## src/design/lle_pkg.sv

```systemverilog
// ----------------------------------------------------------------------------
// lle_pkg: shared types and constants of the lcs length engine
// request payload structs, command codes and default sizes
// ----------------------------------------------------------------------------
package lle_pkg;

    // default longest string that is stored
    localparam int LLE_MAX_LEN_DEF = 64;

    // fixed field widths
    localparam int LLE_SYM_W = 8;
    localparam int LLE_LEN_W = 7;

    // command codes
    localparam logic CMD_STR_A = 1'b0;
    localparam logic CMD_STR_B = 1'b1;

    // input request
    typedef struct packed {
        logic                 command;
        logic [LLE_SYM_W-1:0] symbol;
        logic                 last_symbol;
    } t_lle_in;

    // result request
    typedef struct packed {
        logic [LLE_LEN_W-1:0] match_length;
        logic                 truncated;
    } t_lle_out;

endpackage

```

## src/design/lle_ram.sv

```systemverilog
// ----------------------------------------------------------------------------
// lle_ram: simple dual port synchronous ram
// one write port, one read port with registered read data and read enable
// ----------------------------------------------------------------------------
module lle_ram #(
    parameter int DATA_W = 8,
    parameter int DEPTH  = 64,
    parameter int ADR_W  = (DEPTH > 1) ? $clog2(DEPTH) : 1
) (
    input  logic              i_clk,
    input  logic              i_we,
    input  logic [ADR_W-1:0]  i_wa,
    input  logic [DATA_W-1:0] i_wd,
    input  logic              i_re,
    input  logic [ADR_W-1:0]  i_ra,
    output logic [DATA_W-1:0] o_rd
);

    logic [DATA_W-1:0] r_mem [DEPTH];
    logic [DATA_W-1:0] r_rd;

    // write port
    always_ff @(posedge i_clk) begin
        if (i_we) begin
            r_mem[i_wa] <= i_wd;
        end
    end

    // read port, registered read data
    always_ff @(posedge i_clk) begin
        if (i_re) begin
            r_rd <= r_mem[i_ra];
        end
    end

    assign o_rd = r_rd;

endmodule

```

## src/design/lle_fill_ctrl.sv

```systemverilog
// ----------------------------------------------------------------------------
// lle_fill_ctrl: table fill sequencer and result register
// walks rows of string a and cells of string b, read-modify-write of dp row
// ----------------------------------------------------------------------------
module lle_fill_ctrl
    import lle_pkg::*;
#(
    parameter int MAX_LEN = LLE_MAX_LEN_DEF,
    parameter int CNT_W   = $clog2(MAX_LEN + 1),
    parameter int ADR_W   = (MAX_LEN > 1) ? $clog2(MAX_LEN) : 1
) (
    input  logic                 i_clk,
    input  logic                 i_rst_n,
    // fill start from the loader
    input  logic                 i_start,
    input  logic [CNT_W-1:0]     i_len_a,
    input  logic [CNT_W-1:0]     i_len_b,
    input  logic                 i_trunc,
    output logic                 o_busy,
    // string a read port
    output logic                 o_a_re,
    output logic [ADR_W-1:0]     o_a_ra,
    input  logic [LLE_SYM_W-1:0] i_a_rd,
    // string b read port
    output logic                 o_b_re,
    output logic [ADR_W-1:0]     o_b_ra,
    input  logic [LLE_SYM_W-1:0] i_b_rd,
    // dp row ports
    output logic                 o_dp_we,
    output logic [ADR_W-1:0]     o_dp_wa,
    output logic [CNT_W-1:0]     o_dp_wd,
    output logic                 o_dp_re,
    output logic [ADR_W-1:0]     o_dp_ra,
    input  logic [CNT_W-1:0]     i_dp_rd,
    // result channel
    output logic                 o_valid,
    input  logic                 i_stall,
    output t_lle_out             o_data
);

    typedef enum logic [1:0] {
        S_IDLE,
        S_ROW,
        S_CELL,
        S_HOLD
    } t_state;

    t_state           r_state, n_state;
    logic [CNT_W-1:0] r_ca, n_ca;
    logic [CNT_W-1:0] r_cb, n_cb;
    logic             r_trunc, n_trunc;
    logic [CNT_W-1:0] r_i, n_i;
    logic [CNT_W-1:0] r_j, n_j;
    logic [ADR_W-1:0] r_wa, n_wa;
    logic             r_vld, n_vld;
    logic             r_first, n_first;
    logic [CNT_W-1:0] r_left, n_left;
    logic [CNT_W-1:0] r_diag, n_diag;
    logic [CNT_W-1:0] r_res, n_res;
    logic             r_out_vld, n_out_vld;
    t_lle_out         r_out, n_out;

    logic                   issue;
    logic                   row_end;
    logic                   last_row;
    logic [CNT_W-1:0]       up;
    logic [CNT_W-1:0]       cell_val;
    logic [CNT_W+LLE_LEN_W-1:0] res_ext;

    // cell datapath: match takes diagonal plus one, else max of up and left
    always_comb begin
        up = r_first ? '0 : i_dp_rd;
        if (i_a_rd == i_b_rd) begin
            cell_val = r_diag + 1'b1;
        end else begin
            cell_val = (up > r_left) ? up : r_left;
        end
    end

    assign issue    = (r_state == S_CELL) && (r_j < r_cb);
    assign row_end  = (r_state == S_CELL) && r_vld && (r_j == r_cb);
    assign last_row = ((r_i + 1'b1) == r_ca);
    assign res_ext  = {{LLE_LEN_W{1'b0}}, r_res};

    // memory ports
    assign o_a_re  = (r_state == S_ROW);
    assign o_a_ra  = r_i[ADR_W-1:0];
    assign o_b_re  = issue;
    assign o_b_ra  = r_j[ADR_W-1:0];
    assign o_dp_re = issue;
    assign o_dp_ra = r_j[ADR_W-1:0];
    assign o_dp_we = (r_state == S_CELL) && r_vld;
    assign o_dp_wa = r_wa;
    assign o_dp_wd = cell_val;

    assign o_busy  = (r_state != S_IDLE);
    assign o_valid = r_out_vld;
    assign o_data  = r_out;

    // next state
    always_comb begin
        n_state   = r_state;
        n_ca      = r_ca;
        n_cb      = r_cb;
        n_trunc   = r_trunc;
        n_i       = r_i;
        n_j       = r_j;
        n_wa      = r_wa;
        n_vld     = 1'b0;
        n_first   = r_first;
        n_left    = r_left;
        n_diag    = r_diag;
        n_res     = r_res;
        n_out_vld = r_out_vld && i_stall;
        n_out     = r_out;
        case (r_state)
            S_IDLE: begin
                if (i_start) begin
                    n_ca    = i_len_a;
                    n_cb    = i_len_b;
                    n_trunc = i_trunc;
                    n_i     = '0;
                    n_first = 1'b1;
                    n_res   = '0;
                    n_state = (i_len_a == '0) ? S_HOLD : S_ROW;
                end
            end
            S_ROW: begin
                // string a symbol of this row is read here
                n_j     = '0;
                n_left  = '0;
                n_diag  = '0;
                n_state = S_CELL;
            end
            S_CELL: begin
                if (issue) begin
                    n_wa  = r_j[ADR_W-1:0];
                    n_j   = r_j + 1'b1;
                    n_vld = 1'b1;
                end
                if (r_vld) begin
                    n_left = cell_val;
                    n_diag = up;
                end
                if (row_end) begin
                    if (last_row) begin
                        n_res   = cell_val;
                        n_state = S_HOLD;
                    end else begin
                        n_i     = r_i + 1'b1;
                        n_first = 1'b0;
                        n_state = S_ROW;
                    end
                end
            end
            S_HOLD: begin
                if (!r_out_vld || !i_stall) begin
                    n_out_vld          = 1'b1;
                    n_out.match_length = res_ext[LLE_LEN_W-1:0];
                    n_out.truncated    = r_trunc;
                    n_state            = S_IDLE;
                end
            end
            default: begin
                n_state = S_IDLE;
            end
        endcase
    end

    // state and registered outputs
    always_ff @(posedge i_clk) begin
        if (!i_rst_n) begin
            r_state   <= S_IDLE;
            r_vld     <= 1'b0;
            r_out_vld <= 1'b0;
        end else begin
            r_state   <= n_state;
            r_vld     <= n_vld;
            r_out_vld <= n_out_vld;
        end
        r_ca    <= n_ca;
        r_cb    <= n_cb;
        r_trunc <= n_trunc;
        r_i     <= n_i;
        r_j     <= n_j;
        r_wa    <= n_wa;
        r_first <= n_first;
        r_left  <= n_left;
        r_diag  <= n_diag;
        r_res   <= n_res;
        r_out   <= n_out;
    end

`ifndef SYNTH
    // a dp entry is never read in the cycle it is written
    a_no_dp_collision: assert property (@(posedge i_clk) disable iff (!i_rst_n)
        o_dp_we && o_dp_re |-> o_dp_wa != o_dp_ra)
        else $error("dp row read and write hit the same entry");

    // cell index stays inside string b
    a_j_bound: assert property (@(posedge i_clk) disable iff (!i_rst_n)
        r_state == S_CELL |-> r_j <= r_cb)
        else $error("cell index beyond string b length");

    // a cell value never exceeds the length of string b
    a_val_bound: assert property (@(posedge i_clk) disable iff (!i_rst_n)
        o_dp_we |-> o_dp_wd <= r_cb)
        else $error("dp value exceeds string b length");

    // the cell walk enters the result hold state only at the end of the last row
    a_idle_via_hold: assert property (@(posedge i_clk) disable iff (!i_rst_n)
        r_state == S_CELL && n_state == S_HOLD |-> row_end && last_row)
        else $error("fill left the cell walk early");
`endif

endmodule

```

## src/design/lcs_length_engine.sv

```systemverilog
// result: valid once the fill started by the final string b request is done; input
//   stall drops in the same cycle that the result becomes valid
// throughput: one symbol request per cycle while loading; a fill stalls input
// reset: synchronous active low, clears string lengths, overflow and fsm state
// ----------------------------------------------------------------------------
// lcs_length_engine: longest common subsequence length of two byte strings
// loads both strings into memories, then fills the dp row one cell a cycle
// ----------------------------------------------------------------------------
module lcs_length_engine
    import lle_pkg::*;
#(
    parameter int MAX_LEN = LLE_MAX_LEN_DEF
) (
    input  logic     i_clk,
    input  logic     i_rst_n,
    // symbol requests
    input  logic     i_valid,
    output logic     o_stall,
    input  t_lle_in  i_data,
    // result requests
    output logic     o_valid,
    input  logic     i_stall,
    output t_lle_out o_data
);

    localparam int CNT_W = $clog2(MAX_LEN + 1);
    localparam int ADR_W = (MAX_LEN > 1) ? $clog2(MAX_LEN) : 1;

    logic [CNT_W-1:0] r_count_a, n_count_a;
    logic [CNT_W-1:0] r_count_b, n_count_b;
    logic             r_ovf, n_ovf;

    logic                 accept;
    logic                 a_full;
    logic                 b_full;
    logic                 a_we;
    logic                 b_we;
    logic                 start;
    logic [CNT_W-1:0]     len_b;
    logic                 trunc;
    logic                 busy;

    logic                 a_re, b_re, dp_re, dp_we;
    logic [ADR_W-1:0]     a_ra, b_ra, dp_ra, dp_wa;
    logic [LLE_SYM_W-1:0] a_rd, b_rd;
    logic [CNT_W-1:0]     dp_rd, dp_wd;

    assign o_stall = busy;
    assign accept  = i_valid && !busy;
    assign a_full  = (r_count_a == CNT_W'(MAX_LEN));
    assign b_full  = (r_count_b == CNT_W'(MAX_LEN));
    assign a_we    = accept && (i_data.command == CMD_STR_A) && !a_full;
    assign b_we    = accept && (i_data.command == CMD_STR_B) && !b_full;

    // final string b symbol starts the fill
    assign start = accept && (i_data.command == CMD_STR_B) && i_data.last_symbol;
    assign len_b = b_full ? r_count_b : r_count_b + 1'b1;
    assign trunc = r_ovf || b_full;

    // string lengths and overflow
    always_comb begin
        n_count_a = r_count_a;
        n_count_b = r_count_b;
        n_ovf     = r_ovf;
        if (a_we) begin
            n_count_a = r_count_a + 1'b1;
        end
        if (b_we) begin
            n_count_b = r_count_b + 1'b1;
        end
        if (accept && ((i_data.command == CMD_STR_A) ? a_full : b_full)) begin
            n_ovf = 1'b1;
        end
        if (start) begin
            n_count_a = '0;
            n_count_b = '0;
            n_ovf     = 1'b0;
        end
    end

    always_ff @(posedge i_clk) begin
        if (!i_rst_n) begin
            r_count_a <= '0;
            r_count_b <= '0;
            r_ovf     <= 1'b0;
        end else begin
            r_count_a <= n_count_a;
            r_count_b <= n_count_b;
            r_ovf     <= n_ovf;
        end
    end

    // string a store
    lle_ram #(
        .DATA_W (LLE_SYM_W),
        .DEPTH  (MAX_LEN),
        .ADR_W  (ADR_W)
    ) u_str_a (
        .i_clk (i_clk),
        .i_we  (a_we),
        .i_wa  (r_count_a[ADR_W-1:0]),
        .i_wd  (i_data.symbol),
        .i_re  (a_re),
        .i_ra  (a_ra),
        .o_rd  (a_rd)
    );

    // string b store
    lle_ram #(
        .DATA_W (LLE_SYM_W),
        .DEPTH  (MAX_LEN),
        .ADR_W  (ADR_W)
    ) u_str_b (
        .i_clk (i_clk),
        .i_we  (b_we),
        .i_wa  (r_count_b[ADR_W-1:0]),
        .i_wd  (i_data.symbol),
        .i_re  (b_re),
        .i_ra  (b_ra),
        .o_rd  (b_rd)
    );

    // dp row, entry j-1 holds column j; column 0 is always zero
    lle_ram #(
        .DATA_W (CNT_W),
        .DEPTH  (MAX_LEN),
        .ADR_W  (ADR_W)
    ) u_dp_row (
        .i_clk (i_clk),
        .i_we  (dp_we),
        .i_wa  (dp_wa),
        .i_wd  (dp_wd),
        .i_re  (dp_re),
        .i_ra  (dp_ra),
        .o_rd  (dp_rd)
    );

    // fill sequencer
    lle_fill_ctrl #(
        .MAX_LEN (MAX_LEN),
        .CNT_W   (CNT_W),
        .ADR_W   (ADR_W)
    ) u_fill (
        .i_clk   (i_clk),
        .i_rst_n (i_rst_n),
        .i_start (start),
        .i_len_a (r_count_a),
        .i_len_b (len_b),
        .i_trunc (trunc),
        .o_busy  (busy),
        .o_a_re  (a_re),
        .o_a_ra  (a_ra),
        .i_a_rd  (a_rd),
        .o_b_re  (b_re),
        .o_b_ra  (b_ra),
        .i_b_rd  (b_rd),
        .o_dp_we (dp_we),
        .o_dp_wa (dp_wa),
        .o_dp_wd (dp_wd),
        .o_dp_re (dp_re),
        .o_dp_ra (dp_ra),
        .i_dp_rd (dp_rd),
        .o_valid (o_valid),
        .i_stall (i_stall),
        .o_data  (o_data)
    );

`ifndef SYNTH
    // string lengths saturate at the store depth
    a_count_bound: assert property (@(posedge i_clk) disable iff (!i_rst_n)
        r_count_a <= CNT_W'(MAX_LEN) && r_count_b <= CNT_W'(MAX_LEN))
        else $error("string length beyond store depth");

    // lengths are cleared once a fill is started
    a_clear_on_start: assert property (@(posedge i_clk) disable iff (!i_rst_n)
        start |=> r_count_a == '0 && r_count_b == '0 && !r_ovf)
        else $error("lengths not cleared after fill start");

    // no symbol is stored while a fill runs
    a_no_load_busy: assert property (@(posedge i_clk) disable iff (!i_rst_n)
        busy |-> !a_we && !b_we)
        else $error("symbol stored during fill");
`endif

endmodule
```

## config.mk

```make
export PLATFORM = sky130hd
export DESIGN_NAME = lcs_length_engine
export DESIGN_NICKNAME = d
export VERILOG_FILES = /design/src/design/lle_pkg.sv /design/src/design/lle_ram.sv /design/src/design/lle_fill_ctrl.sv /design/src/design/lcs_length_engine.sv
export SDC_FILE = /design/constraint.sdc
export NUM_CORES = 2
export LEC_CHECK = 0
export BUFFER_PORTS_ARGS = -buffer_cell sky130_fd_sc_hd__buf_2
export CORE_ASPECT_RATIO = 1.75
export CORE_MARGIN = 2
export CORE_UTILIZATION = 30
export DETAILED_ROUTE_END_ITERATION = 8
export GPL_TIMING_DRIVEN = 0
export PLACE_DENSITY = 0.56
export SETUP_SLACK_MARGIN = 0.05
export SKIP_LAST_GASP = 1
export SYNTH_ARGS = -nofsm -noshare
export SYNTH_HDL_FRONTEND = slang
export SYNTH_SLANG_ARGS = --single-unit
```

## constraint.sdc

```tcl
create_clock -name i_clk -period 8.82 [get_ports i_clk]
set_input_delay 1.323 -clock i_clk [delete_from_list [all_inputs] [get_ports i_clk]]
set_output_delay 1.323 -clock i_clk [all_outputs]
set_load 0.03 [all_outputs]
```

Yosys cells after proc, flatten, opt, wreduce, memory -nomap -nowiden
Memory sizes are Yosys's and may differ from the RTL's. A register that Yosys moved wholly into a read port is not among the register bits.
Index checks and enable logic that the tools add are counted.
{"block": "totals", "reg_bits": 84, "latch_bits": 0, "ram_bits": 1472, "rom_bits": 0, "in_bits": 14, "out_inout_bits": 10, "word_cells": 115, "mem_count": 3}
{"name": "u_str_a.r_mem", "words": 64, "width": 8, "rd": 1, "rd_ports_with_merged_regs": 1, "wr": 1, "line": "lle_ram.sv:19", "source": "logic [DATA_W-1:0] r_mem [DEPTH];"}
{"name": "u_str_b.r_mem", "words": 64, "width": 8, "rd": 1, "rd_ports_with_merged_regs": 1, "wr": 1, "line": "lle_ram.sv:19"}
{"name": "u_dp_row.r_mem", "words": 64, "width": 7, "rd": 1, "rd_ports_with_merged_regs": 1, "wr": 1, "line": "lle_ram.sv:19"}
{"block": "classes", "n_addsub": 5, "mul": 0, "div": 0, "magnitude_cmp": 2, "n_eq_ne": 15, "shifts": 0, "muxes": 37, "bitwise": 2, "reduce_logical": 33}
{"cell": "two-way mux 7 bit", "n": 12}
{"cell": "one-hot mux 7 bit (2 select lines)", "n": 5}
{"cell": "adder 7 x 1 -> 7 bit (second input constant)", "n": 5}
{"cell": "== test 7 bit", "n": 2}
{"cell": "== test 7 bit (second input constant)", "n": 2}
{"cell": "two-way mux 1 bit", "n": 13}
{"cell": "AND reduction 2 bit", "n": 6}
{"cell": "logical AND 1 bit", "n": 11}
{"cell": "two-way mux 2 bit", "n": 5}
{"cell": "== test 8 bit", "n": 1}
{"cell": "!= test 2 x 1 -> 1 bit (second input constant)", "n": 4}
{"cell": "one-hot mux 2 bit (4 select lines)", "n": 1}
{"cell": "AND reduction 4 bit", "n": 2}
{"cell": "greater-than comparator 7 bit", "n": 1}
{"cell": "logical NOT 7 bit", "n": 1}
{"cell": "< comparator 7 bit", "n": 1}
{"cell": "!= test 2 bit (second input constant)", "n": 3}
{"cell": "nonzero test 2 bit", "n": 3}
{"cell": "logical NOT 1 bit", "n": 5}
{"cell": "== test 2 bit (second input constant)", "n": 2}
{"cell": "AND reduction 3 bit", "n": 1}
{"cell": "== test 2 x 1 -> 1 bit (second input constant)", "n": 1}
{"cell": "logical NOT 2 bit", "n": 1}
{"cell": "logical OR 1 bit", "n": 2}
{"cell": "3 further kinds", "n": 4}

Depth between registers and ports, before layout
{"block": "depth", "ltp_word": 7, "ltp_mapped": 12}

Cells and area by module
From an unflattened synthesis, not the netlist that was laid out.
{"block": "hier_totals", "cells_unflattened": 3131, "hier_area_um2": 62890.3}
{"module": "lle_ram at u_str_a ...", "n_inst": 2, "cells_each": 940, "area_per_inst_um2": 20246.9, "seq_area_each_um2": 15615.0}
{"module": "lle_ram at u_dp_row", "n_inst": 1, "cells_each": 827, "area_per_inst_um2": 17705.7, "seq_area_each_um2": 13663.1}
{"module": "lle_fill_ctrl", "n_inst": 1, "cells_each": 316, "area_per_inst_um2": 3751.1, "seq_area_each_um2": 2031.9}
{"module": "lcs_length_engine", "n_inst": 1, "cells_each": 108, "area_per_inst_um2": 939.7, "seq_area_each_um2": 300.3}

Worst setup path after synthesis
OpenSTA, ideal clock, no wires.
{"block": "synth_timing", "path_kind": "reg2reg", "from": "register u_fill.r_j[0]", "to": "register u_fill.r_j[0] (enable)", "setup_time_ns": 0.318, "arrival_time_ns": 5.999, "required_time_ns": 8.502, "slack_ns": 2.503, "path_stages_with_launch": 13, "period_less_slack_ns": 6.317, "path_cell_list": "edfxtp_1 > buf_6 > buf_6 > inv_1 > buf_2 > buf_2 > ha_1 > nor2b_1 > o21a_1 > o21ai_0 > a21oi_1 > a2111oi_0 > or2_2"}
{"block": "synth_between", "elab_chain_len": 4}
{"element": "start: declaration", "line": "lle_fill_ctrl.sv:53", "source": "logic [CNT_W-1:0] r_j, n_j;"}
{"element": "start signal: assignment", "line": "lle_fill_ctrl.sv:185", "source": "r_j <= n_j;"}
{"element": "< comparator 7 bit", "line": "lle_fill_ctrl.sv:80", "source": "assign issue = (r_state == S_CELL) && (r_j < r_cb);"}
{"element": "logical AND 1 bit", "line": "lle_fill_ctrl.sv:80"}
{"element": "via b_re", "line": "lcs_length_engine.sv:43", "source": "logic a_re, b_re, dp_re, dp_we;"}
{"element": "!= test 2 bit (no source line)"}
{"element": "AND reduction 2 bit (no source line)"}
The timed path passes the listed nets, and every way through them passes these cells.
A chain may end at the register's enable or synchronous reset.

Worst setup path after layout
{"block": "layout_timing", "from": "register u_fill.r_j[3]", "to": "register u_dp_row.r_rd[2], in the netlist u_dp_row.o_rd[2], read port of u_dp_row.r_mem, data pin"}
{"block": "layout_between", "elab_chain_len": 2}
{"element": "< comparator 7 bit", "line": "lle_fill_ctrl.sv:80"}
{"element": "logical AND 1 bit", "line": "lle_fill_ctrl.sv:80"}
{"element": "end: declaration", "line": "lle_ram.sv:20", "source": "logic [DATA_W-1:0] r_rd;"}
Several ways; a longest one is shown, not always the timed one.

==> flow_summary.yaml <==
critical_path:
  r2r_start: "u_fill.r_j[3]"
  r2r_setup_slack_ns: 3.84
  required_ns: 9.28
  timing.rr.end: "u_dp_row.o_rd[2]"
  cp-end-kind: "flip-flop"
  rr_worst_depth: 7
  max_stage_delay_ns: 1.04
  start_kind: "flip-flop"
  cp_max_fo: 10
  worstSetupPathType: "flip-flop to flip-flop"
  crit_path_cell_trace: "buf_2 -> clkbuf_1 -> buf_1 -> clkbuf_1 -> o21ai_0 -> o21ai_0 -> nor3_1"
  worstPathArrival_ns: 5.44
  crit_slowest_cell: "clkbuf_1"
global_route:
  grt_pass1_vias: 32900
  grt_antenna_before_repair: 5
  grt_usage_pct: 17.8
  grt_pass1_wl_um: 259000
  grt_max_degree: 89
  grt_overflow: 0
yosys:
  syn-cell-area_um2: 62200
  yosys.cell_count.top_type: "edfxtp_1"
  synth_cell_types: 58
  synth_area_leaders: "edfxtp_1, mux4_2, mux2i_1, nor2_1, o22ai_1"
  yosys_warnings: 0
  synth_nets: 3197
  synth_common_cells: "edfxtp_1, mux4_2, nor2_1"
  synthFlopType: "edfxtp_1"
  ys_ff_latch: 1579
  yosysSeqAreaShare_pct: 75.9
  yosys.area.top_type: "edfxtp_1"
  avgSynthCellArea_um2: 19.7
  netlist.area_leader.share_pct: 75.3
  synthCells: 3162
  synth_edf_count: 1560
  synth_async_sr_flop_share_pct: 0
detailed_routing:
  drtIter0Drc: 3464
  ant_nets: 0
  via_per_inst: 5.18
  firstDrtPassIters: 5
  routedWlPerCell_um: 30.9
  drt-total-wl_um: 190000
  vias: 31800
  drt_drc_violations_left: 0
cts:
  clock_latency_ns: 0.78
  cts_setup_buffers: 0
  cts_resized: 0
  cts_tree: "built"
  cts_root_buffer: "clkbuf_16"
  holdBufCountCts: 0
  htree_levels: 4
  cts_max_path_buffers: 3
  cts_buffers: 141
  clk_pin_slew_ns: 0.07
  cts_sinks: 1579
pwr:
  switching_share_pct: 23.7
  power_frac_comb_pct: 9.1
  leakagePower_uw: 0.0219
  peakVddDrop_mv: 0.206
  seq_power_share_pct: 52.2
  p_sw_uw: 3800
  clockPowerShare_pct: 38.8
  powerDensity_nw_per_um2: 226
  p_int_uw: 12200
final_layout:
  register_area_um2: 47200
  multiInputGateArea_um2: 14000
  fill_cells: 19200
  final_util_pct: 34.3
  syn_to_final_growth_pct: 13.8
  drive_gt1_share_pct: 20.4
  layout.nets: 3386
floorplanning:
  io_pins: 24
  start_util_pct: 30.1
  fp-row-count: 221
  die_h_um: 606
  die_x_um: 348
  core_area_um2: 207000
  die_area_um2: 211000
timing:
  hold_violations: 0
  slew-limit-headroom_pct: -0.0561
  drv_slew: 1
  rsz0062_at_grt: "false"
  max_clock_freq_mhz: 201
  setup_tns_ns: 0
  worstMarginPinSlew_ns: 1.49
  finalCritPeriodShare_pct: 56.5
  post-route-min-period_ns: 4.98
  finalSetupViolCount: 0
  finClkSkew_ns: 0.0270
hold_path:
  holdPathEnd: "u_fill.o_data[0]"
  min_from: "u_fill.r_trunc"
  worstHoldPathType: "flip-flop to flip-flop"
  worstHoldPathCells: 0
placement:
  portBuffers: 23
  routabilityCongestion: 0.904
  hpwl_um: 132000
outcome:
  violations: "max-capacitance violations, max-slew violations"
  status: "finished with violations"
job:
  cap_violations: 1
-- registers in the layout, summed over array words and instances (netlist names), 2 cells and up --
signal,flops
u_str_a.r_mem,512
u_str_b.r_mem,512
u_dp_row.r_mem,448
u_fill.o_data,8
u_str_a.o_rd,8
u_str_b.o_rd,8
r_count_a,7
r_count_b,7
u_dp_row.o_rd,7
u_fill.r_ca,7
u_fill.r_cb,7
u_fill.r_diag,7
u_fill.r_i,7
u_fill.r_j,7
u_fill.r_left,7
u_fill.r_res,7
u_fill.o_dp_wa,6
u_fill.r_state,2
-- per-stage QoR --
stage	cells	instance area, µm²	power, µW	hold WS (ns)	setup WS [ns]
detailed placement	5883	66200	9980	0.411	4.04
finish	6141	70800	16000	0.418	3.84
global placement	5861	65700	9940	0.401	-1.59
floorplan	3162	62200	9240	0.400	2.50
CTS	6137	70800	16100	0.423	4.04
global route	6139	70800	16400	0.432	4.04
-- worst max path at each step --
stage,start,to
final,u_fill.r_j[3],u_dp_row.o_rd[2]
after global routing,u_fill.r_j[0],u_dp_row.o_rd[1]
after CTS,u_fill.r_j[3],u_dp_row.o_rd[2]
after detailed placement,u_fill.r_j[3],u_dp_row.o_rd[2]
after global placement,u_fill.r_j[0],u_fill.r_j[5]
after floorplan,u_fill.r_j[0],u_fill.r_j[0]
-- area by class of cell --
type	count	area share [%]
buffer	174	1.35
timing repair buffer	46	0.813
multi-input combinational	1373	19.8
antenna	3	0.0106
tap	2676	4.73
inverter	36	0.191
sequential	1579	66.7
clock buffer	174	5.34
clock inverter	80	1.07
-- routing by layer --
| layer | vias to the layer above | share of wire [%] | GRT usage (%) |
|---|---|---|---|
| li1 | 13300 | - | - |
| met1 | 16800 | 32 | 17.2 |
| met2 | 1287 | 55 | 33.9 |
| met3 | 480 | 4.8 | 2.41 |
| met4 | 2 | 8.6 | 13.4 |
| met5 | - | 0.0068 | 0 |
-- worst max-delay path: cells and delay by family, from the launching register on --
family | cells | cell delay [ns]
buffers and inverters | 4 | 2.90
AO/OA/AOI/OAI | 2 | 1.03
flip-flops | 1 | 0.47
AND/OR/NAND/NOR | 1 | 0.24
-- power by group through the flow --
stage	Combinational [µW]	Clock, µW	Sequential (µW)
after floorplan	719	0	8520
after global placement	1390	0	8550
after detailed placement	1450	0	8520
after CTS	1460	6290	8360
after global routing	1490	6540	8360
final	1450	6210	8360
-- placed cells by master (no fill, tap or decap), drive strengths merged, types with 12 or more instances in the layout --
| cell type | n |
|---|---|
| edfxtp | 1560 |
| mux4 | 310 |
| nor2 | 277 |
| clkbuf | 233 |
| mux2i | 167 |
| buf | 160 |
| nand2 | 85 |
| o22ai | 77 |
| clkinv | 54 |
| a211oi | 45 |
| inv | 42 |
| o21ai | 41 |
| a21oi | 38 |
| nand3 | 30 |
| mux2 | 26 |
| xnor2 | 26 |
| ha | 21 |
| xor2 | 19 |
| dfxtp | 19 |
| a2111oi | 19 |
| nand2b | 16 |
| nor2b | 16 |
| a22oi | 14 |
| nor3 | 14 |
| bufinv | 13 |
| nand3b | 12 |
-- cell families (layout without fill, tap and decap cells) --
group	after synthesis	after routing	synth area share (%)
flip-flops	1579	1579	75.9
other	0	3	0
XOR/XNOR	45	45	0.633
AO/OA/AOI/OAI	300	300	3.30
adder cells (fa/ha/maj)	21	21	0.422
buffers and inverters	210	510	1.75
AND/OR/NAND/NOR	504	504	3.62
multiplexers	503	503	14.4
(Power assumes the default switching activity.)
